--- config.mk ---
export PLATFORM = sky130hd
export DESIGN_NAME = key_click_longpress_detector
export DESIGN_NICKNAME = d
export VERILOG_FILES = /design/src/kcld_pkg.sv /design/src/kcld_lane.sv /design/src/kcld_merge.sv /design/src/key_click_longpress_detector.sv
export SDC_FILE = /design/constraint.sdc
export NUM_CORES = 1
export LEC_CHECK = 0
export BUFFER_PORTS_ARGS = -buffer_cell sky130_fd_sc_hd__buf_2
export CAP_MARGIN = 5
export CORE_MARGIN = 3
export CORE_UTILIZATION = 36
export CTS_BUF_LIST = sky130_fd_sc_hd__clkbuf_2 sky130_fd_sc_hd__clkbuf_4 sky130_fd_sc_hd__clkbuf_8
export CTS_CLUSTER_DIAMETER = 40
export DETAILED_ROUTE_END_ITERATION = 6
export GPL_TIMING_DRIVEN = 1
export PLACE_DENSITY = 0.6
export SETUP_SLACK_MARGIN = 0.05
export SKIP_LAST_GASP = 1
export SYNTH_ARGS = -nofsm -noshare
export SYNTH_HDL_FRONTEND = slang
export SYNTH_SLANG_ARGS = --single-unit
--- constraint.sdc ---
create_clock -name clk -period 2.5 [get_ports clk]
set_clock_uncertainty 0.05 [all_clocks]
set_input_delay 0.5 -clock clk [delete_from_list [all_inputs] [get_ports clk]]
set_output_delay 0.5 -clock clk [all_outputs]
set_load 0.02 [all_outputs]
--- src/kcld_pkg.sv ---
// ----------------------------------------------------------------------------
// kcld_pkg
// Shared types and constants for the key click / long-press detector.
// ----------------------------------------------------------------------------
package kcld_pkg;

  localparam int MAX_KEYS     = 4;
  localparam int NUM_KEYS_DEF = 4;
  localparam int CNT_W        = 8;
  localparam int CFG_IDX_W    = 2;
  localparam int CFG_DATA_W   = 8;

  localparam logic [CNT_W-1:0] PRESS_COUNT_RST = 8'd3;
  localparam logic [CNT_W-1:0] LONG_COUNT_RST  = 8'd100;
  localparam logic [CNT_W-1:0] CNT_MAX         = 8'd255;

  typedef logic [CNT_W-1:0] cnt_t;

  typedef enum logic [2:0] {
    EV_NONE    = 3'd0,
    EV_PRESS   = 3'd1,
    EV_LONG    = 3'd2,
    EV_CLICK   = 3'd3,
    EV_RELEASE = 3'd4
  } ev_t;

  typedef enum logic [CFG_IDX_W-1:0] {
    REG_PRESS_COUNT    = 2'd0,
    REG_LONG_COUNT     = 2'd1,
    REG_EVENTS_ENABLED = 2'd2
  } cfg_idx_t;

  // thresholds shared by all lanes
  typedef struct packed {
    cnt_t press_count;
    cnt_t long_count;
  } thr_t;

endpackage

--- src/kcld_lane.sv ---
// ----------------------------------------------------------------------------
// kcld_lane
// Per-key hold counter and event decision for one scan word.
// ----------------------------------------------------------------------------
module kcld_lane (
  input  logic              clk,
  input  logic              rst_n,
  input  logic              step,
  input  logic              pressed,
  input  kcld_pkg::thr_t    thr,
  output kcld_pkg::ev_t     ev
);

  kcld_pkg::cnt_t cnt_r;
  kcld_pkg::cnt_t cnt_nxt;
  kcld_pkg::cnt_t cnt_inc;

  assign cnt_inc = (cnt_r == kcld_pkg::CNT_MAX) ? cnt_r : cnt_r + kcld_pkg::cnt_t'(1);

  // priority order: press equality first, then climb, then long equality
  always_comb begin
    cnt_nxt = cnt_r;
    ev      = kcld_pkg::EV_NONE;
    if (pressed) begin
      if (cnt_r == thr.press_count) begin
        cnt_nxt = cnt_inc;
        ev      = kcld_pkg::EV_PRESS;
      end else if (cnt_r < thr.long_count) begin
        cnt_nxt = cnt_inc;
      end else if (cnt_r == thr.long_count) begin
        cnt_nxt = cnt_inc;
        ev      = kcld_pkg::EV_LONG;
      end
    end else begin
      cnt_nxt = '0;
      if (cnt_r != '0) begin
        ev = (cnt_r < thr.long_count) ? kcld_pkg::EV_CLICK : kcld_pkg::EV_RELEASE;
      end
    end
  end

  always_ff @(posedge clk) begin
    if (!rst_n) begin
      cnt_r <= '0;
    end else if (step) begin
      cnt_r <= cnt_nxt;
    end
  end

endmodule

--- src/kcld_merge.sv ---
// ----------------------------------------------------------------------------
// kcld_merge
// Gathers lane events into one result word and holds it in the output
// register until taken.
// ----------------------------------------------------------------------------
module kcld_merge (
  input  logic          clk,
  input  logic          rst_n,
  input  logic          in_valid,
  output logic          in_ready,
  input  logic          events_enabled,
  input  kcld_pkg::ev_t lane_ev [kcld_pkg::MAX_KEYS],
  output logic          out_valid,
  input  logic          out_ready,
  output kcld_pkg::ev_t res_ev [kcld_pkg::MAX_KEYS]
);

  logic          out_valid_r;
  logic          fire;
  kcld_pkg::ev_t ev_r [kcld_pkg::MAX_KEYS];

  // output register empties or drains this cycle -> room for a new word
  assign in_ready  = !out_valid_r || out_ready;
  assign fire      = in_valid && in_ready;
  assign out_valid = out_valid_r;

  always_ff @(posedge clk) begin
    if (!rst_n) begin
      out_valid_r <= 1'b0;
    end else if (in_ready) begin
      out_valid_r <= in_valid;
    end
  end

  always_ff @(posedge clk) begin
    if (fire) begin
      for (int k = 0; k < kcld_pkg::MAX_KEYS; k++) begin
        ev_r[k] <= events_enabled ? lane_ev[k] : kcld_pkg::EV_NONE;
      end
    end
  end

  always_comb begin
    for (int k = 0; k < kcld_pkg::MAX_KEYS; k++) begin
      res_ev[k] = ev_r[k];
    end
  end

endmodule

--- src/key_click_longpress_detector.sv ---
// ----------------------------------------------------------------------------
// key_click_longpress_detector
// Top level: configuration registers, one lane per key, merge stage.
// ----------------------------------------------------------------------------
// Each accepted word is one scan tick of the raw key levels (low = pressed).
// Every key has its own lane with an 8-bit hold counter; all lanes update in
// the cycle the word is accepted and the merge stage registers the four event
// codes (0 none, 1 press, 2 long press, 3 click, 4 release). A word is taken
// every cycle unless the output register is full and stalled; its result is
// registered there and a new word enters in the same cycle the old one leaves.
// Configuration writes apply on the clock edge they are presented; events
// are forced to none while events_enabled is 0, counters still update.
// Keys at or beyond NUM_KEYS are ignored and always report none.
module key_click_longpress_detector #(
  parameter int NUM_KEYS = kcld_pkg::NUM_KEYS_DEF
) (
  input  logic                              clk,
  input  logic                              rst_n,
  input  logic                              cfg_we,
  input  logic [kcld_pkg::CFG_IDX_W-1:0]    cfg_index,
  input  logic [kcld_pkg::CFG_DATA_W-1:0]   cfg_data,
  input  logic                              in_valid,
  output logic                              in_ready,
  input  logic [kcld_pkg::MAX_KEYS-1:0]     in_key_levels,
  output logic                              out_valid,
  input  logic                              out_ready,
  output logic [2:0]                        out_event_key0,
  output logic [2:0]                        out_event_key1,
  output logic [2:0]                        out_event_key2,
  output logic [2:0]                        out_event_key3
);

  kcld_pkg::thr_t thr_r;
  logic           events_enabled_r;
  logic           step;
  kcld_pkg::ev_t  lane_ev [kcld_pkg::MAX_KEYS];
  kcld_pkg::ev_t  res_ev  [kcld_pkg::MAX_KEYS];

  always_ff @(posedge clk) begin
    if (!rst_n) begin
      thr_r.press_count <= kcld_pkg::PRESS_COUNT_RST;
      thr_r.long_count  <= kcld_pkg::LONG_COUNT_RST;
      events_enabled_r  <= 1'b0;
    end else if (cfg_we) begin
      case (kcld_pkg::cfg_idx_t'(cfg_index))
        kcld_pkg::REG_PRESS_COUNT:    thr_r.press_count <= cfg_data;
        kcld_pkg::REG_LONG_COUNT:     thr_r.long_count  <= cfg_data;
        kcld_pkg::REG_EVENTS_ENABLED: events_enabled_r  <= cfg_data[0];
        default: ;
      endcase
    end
  end

  assign step = in_valid && in_ready;

  for (genvar k = 0; k < kcld_pkg::MAX_KEYS; k++) begin : g_lane
    if (k < NUM_KEYS) begin : g_used
      kcld_lane u_lane (
        .clk     (clk),
        .rst_n   (rst_n),
        .step    (step),
        .pressed (!in_key_levels[k]),
        .thr     (thr_r),
        .ev      (lane_ev[k])
      );
    end else begin : g_unused
      assign lane_ev[k] = kcld_pkg::EV_NONE;
    end
  end

  kcld_merge u_merge (
    .clk            (clk),
    .rst_n          (rst_n),
    .in_valid       (in_valid),
    .in_ready       (in_ready),
    .events_enabled (events_enabled_r),
    .lane_ev        (lane_ev),
    .out_valid      (out_valid),
    .out_ready      (out_ready),
    .res_ev         (res_ev)
  );

  assign out_event_key0 = res_ev[0];
  assign out_event_key1 = res_ev[1];
  assign out_event_key2 = res_ev[2];
  assign out_event_key3 = res_ev[3];

endmodule
==> flow_summary.ini <==
[placement]
hpwlAfterDp_microns = 8620
port_buffers = 32
placed_cells = 745
place_area_sq_mm = 0.00510
place_congestion = 0.866

[hold_path]
hold_end = thr_r[9]
min_path_type = primary input to register
hp-start = cfg_data[1]
hold_depth = 3

[yosys]
synth_cells = 566
synth-main-ff-cell = dfxtp_1
synth_area_per_cell_sq_um = 8.42
seq_area_frac_synth_pct = 28.5
syn_nets = 625
synth_top_area_share_pct = 21.0
synth.area.top_cells = dfxtp_1 (21%), ha_1 (10%), edfxtp_1 (7.6%)
synth_area_sq_mm = 0.00477
synth_cell_types = 48
async_reset_ff_share_pct = 0
yosysWarnings = 0
synth-edff-count = 12
synth_seq_cells = 62
yosysTopAreaCell = dfxtp_1

[routing]
wl_per_cell_microns = 15.9
via_per_inst = 5.52
wl_met1_microns = 5680
wl_met2_microns = 5620
wirelength_microns = 12100
top_layer = met4
drtIter0Drc = 445
wl_met3_microns = 650
vias = 4199
dr.pass1.iters = 6
drc = 0
ant_nets = 0

[worst_setup_path]
r2r-end = g_lane[1].g_used.u_lane.cnt_r[2]
reg2reg_slack_ns = 0.25
crit_arrival_ns = 2.46
r2r_cells = 7
crit_required_ns = 2.70
cp-start-kind = register
path_class = register to register
r2r_start = thr_r[7]
crit_fanout = 5
cp-end-kind = register

[timing]
tightest_slew_ns = 0.682
whs_ns = 0.344
rsz0062_at_grt = no
max_freq_mhz = 444
setup_viol = 0
hold_viol_final = 0
setup_tns_ns = 0
period_share_pct = 90.1
relSlewSlack_pct = 54.2
period_minus_slack_ns = 2.25
maxSlewViolCount = 0

[grt]
grt_overflow = 0
antenna_found_initial = 0
grt_pass1_wl_microns = 19800
grt_max_degree = 95
grt_usage_pct = 17.0
grt_pass1_vias = 4005

[layout]
stdcell_area_sq_mm = 0.00535
syn2layout_area_growth_pct = 12.3
nNetsFinal = 643
drive_gt1_share_pct = 14.8
num_antenna_cells = 0
fillers = 1255
stdcell_count = 761

[clock_network]
post-cts-setup-buffers = 0
cts_hold_buf = 0
cts.sinks = 62
cts_inserted_buffers = 9
post_cts_resized = 0
cts.path.max_buffers = 2
cts_tree = yes
clockRootBuffer = clkbuf_8
cts_max_level = 3
clk_latency_ns = 0.36
clk_pin_slew_ns = 0.07

[die]
die_h_microns = 121
fp-row-count = 41
die-area_sq_mm = 0.0147
start_util_pct = 37.3
boundaryPins = 33
die_w_microns = 121
coreArea_sq_mm = 0.0128

[power]
p_leak_nw = 2.02
power_density_mw_per_mm2 = 453
ir_worst_vdd_v = 0.000245

[run]
drv_cap = 0

[status]
status = finished, final reports clean
-- layout make-up --
type | count | area (sq um) | area share [%]
multi-input combinational | 438 | 3120 | 58.3
tap | 172 | 215 | 4.02
clock buffer | 13 | 173 | 3.23
sequential | 62 | 1360 | 25.4
clock inverter | 3 | 65.1 | 1.22
timing repair buffer | 57 | 360 | 6.73
inverter | 16 | 60.1 | 1.12
-- worst max-delay path by stage --
| stage | end | slack [ns] | from |
|---|---|---|---|
| floorplan | g_lane[0].g_used.u_lane.cnt_r[5] | 0.46 | out_ready |
| global placement | g_lane[3].g_used.u_lane.cnt_r[5] | 0.28 | g_lane[3].g_used.u_lane.cnt_r[5] |
| detailed placement | g_lane[1].g_used.u_lane.cnt_r[2] | 0.30 | thr_r[7] |
| CTS | g_lane[1].g_used.u_lane.cnt_r[2] | 0.27 | thr_r[7] |
| global route | g_lane[2].g_used.u_lane.cnt_r[3] | 0.07 | thr_r[5] |
| finish | g_lane[1].g_used.u_lane.cnt_r[2] | 0.25 | thr_r[7] |
-- critical path: stages (launching register included) --
cell      delay (ns)
dfxtp_1         0.33
inv_1           0.12
ha_1            0.38
nand4_1         0.17
a21o_1          0.26
a211oi_4        0.37
a21oi_1         0.21
a32o_1          0.25
-- cells by family after synthesis --
group                    share of synthesized area (%)
buffers and inverters                             6.32
AND/OR/NAND/NOR                                   26.7
multiplexers                                      4.62
AO/OA/AOI/OAI                                     17.4
flip-flops                                        28.5
XOR/XNOR                                          5.88
adder cells (fa/ha/maj)                           10.5
-- layout by cell type, fill, tap and decap left out, types with 4 or more instances in the layout --
cell / instances
a211o_1: 7
buf_2: 32
nand4_1: 31
nor4b_1: 4
mux2i_1: 22
xnor2_1: 32
nand2_1: 45
o21ai_0: 27
ha_1: 40
nor2_1: 49
o21a_1: 9
clkbuf_8: 12
a31oi_1: 7
o211a_1: 4
a32o_1: 11
inv_1: 16
a21oi_1: 13
nor3_1: 21
nor3b_1: 7
buf_4: 24
nor2b_1: 16
nand4b_1: 12
o211ai_1: 4
edfxtp_1: 12
and2_1: 4
nand3_1: 23
dfxtp_1: 50
a21o_1: 4
nand3b_1: 6
and3_1: 11
-- per-stage QoR --
stage	setup WS (ns)	total power, mW	util [%]
2_1_floorplan	0.465	1.29	-
3_3_place_gp	0.280	1.37	39.9
3_5_place_dp	0.296	1.38	39.9
4_1_cts	0.273	2.46	41.8
5_1_grt	0.0699	2.53	41.9
6_report	0.247	2.42	41.9
-- metal layers --
layer	global-route usage (%)	up-vias
met5	0	-
li1	-	2084
met4	4.60	0
met3	4.06	10
met1	22.8	1990
met2	27.3	115
-- synthesized netlist by cell type, types with 4 or more instances --
| cell type | n |
|---|---|
| ha_1 | 40 |
| nor2b_1 | 16 |
| and3_1 | 11 |
| o211a_1 | 4 |
| inv_1 | 16 |
| xnor2_1 | 32 |
| nand3b_1 | 6 |
| o211ai_1 | 4 |
| clkbuf_1 | 22 |
| o21a_1 | 9 |
| and2_1 | 4 |
| a31oi_1 | 7 |
| nand2_1 | 45 |
| a32o_1 | 11 |
| nand4b_1 | 12 |
| o21ai_0 | 27 |
| a21o_1 | 4 |
| nand3_1 | 23 |
| buf_2 | 21 |
| nor3_1 | 21 |
| nor4b_1 | 4 |
| dfxtp_1 | 50 |
| a211o_1 | 7 |
| nor2_1 | 49 |
| mux2i_1 | 22 |
| edfxtp_1 | 12 |
| nor3b_1 | 7 |
| nand4_1 | 31 |
| a21oi_1 | 13 |
-- state kept, by name, summed over array words and instances (netlist names) --
signal                      count
u_merge.ev_r                   12
u_merge.out_valid               1
events_enabled_r                1
thr_r                          16
g_lane.g_used.u_lane.cnt_r     32
-- power breakdown --
part | total (mW) | internal, mW | switching, mW | leakage (nW)
Clock | 1.06 | 0.653 | 0.408 | 0.123
Combinational | 0.296 | 0.117 | 0.179 | 1.37
Sequential | 1.07 | 1.04 | 0.0240 | 0.527
Note: power is estimated with default switching activity, not from simulation.
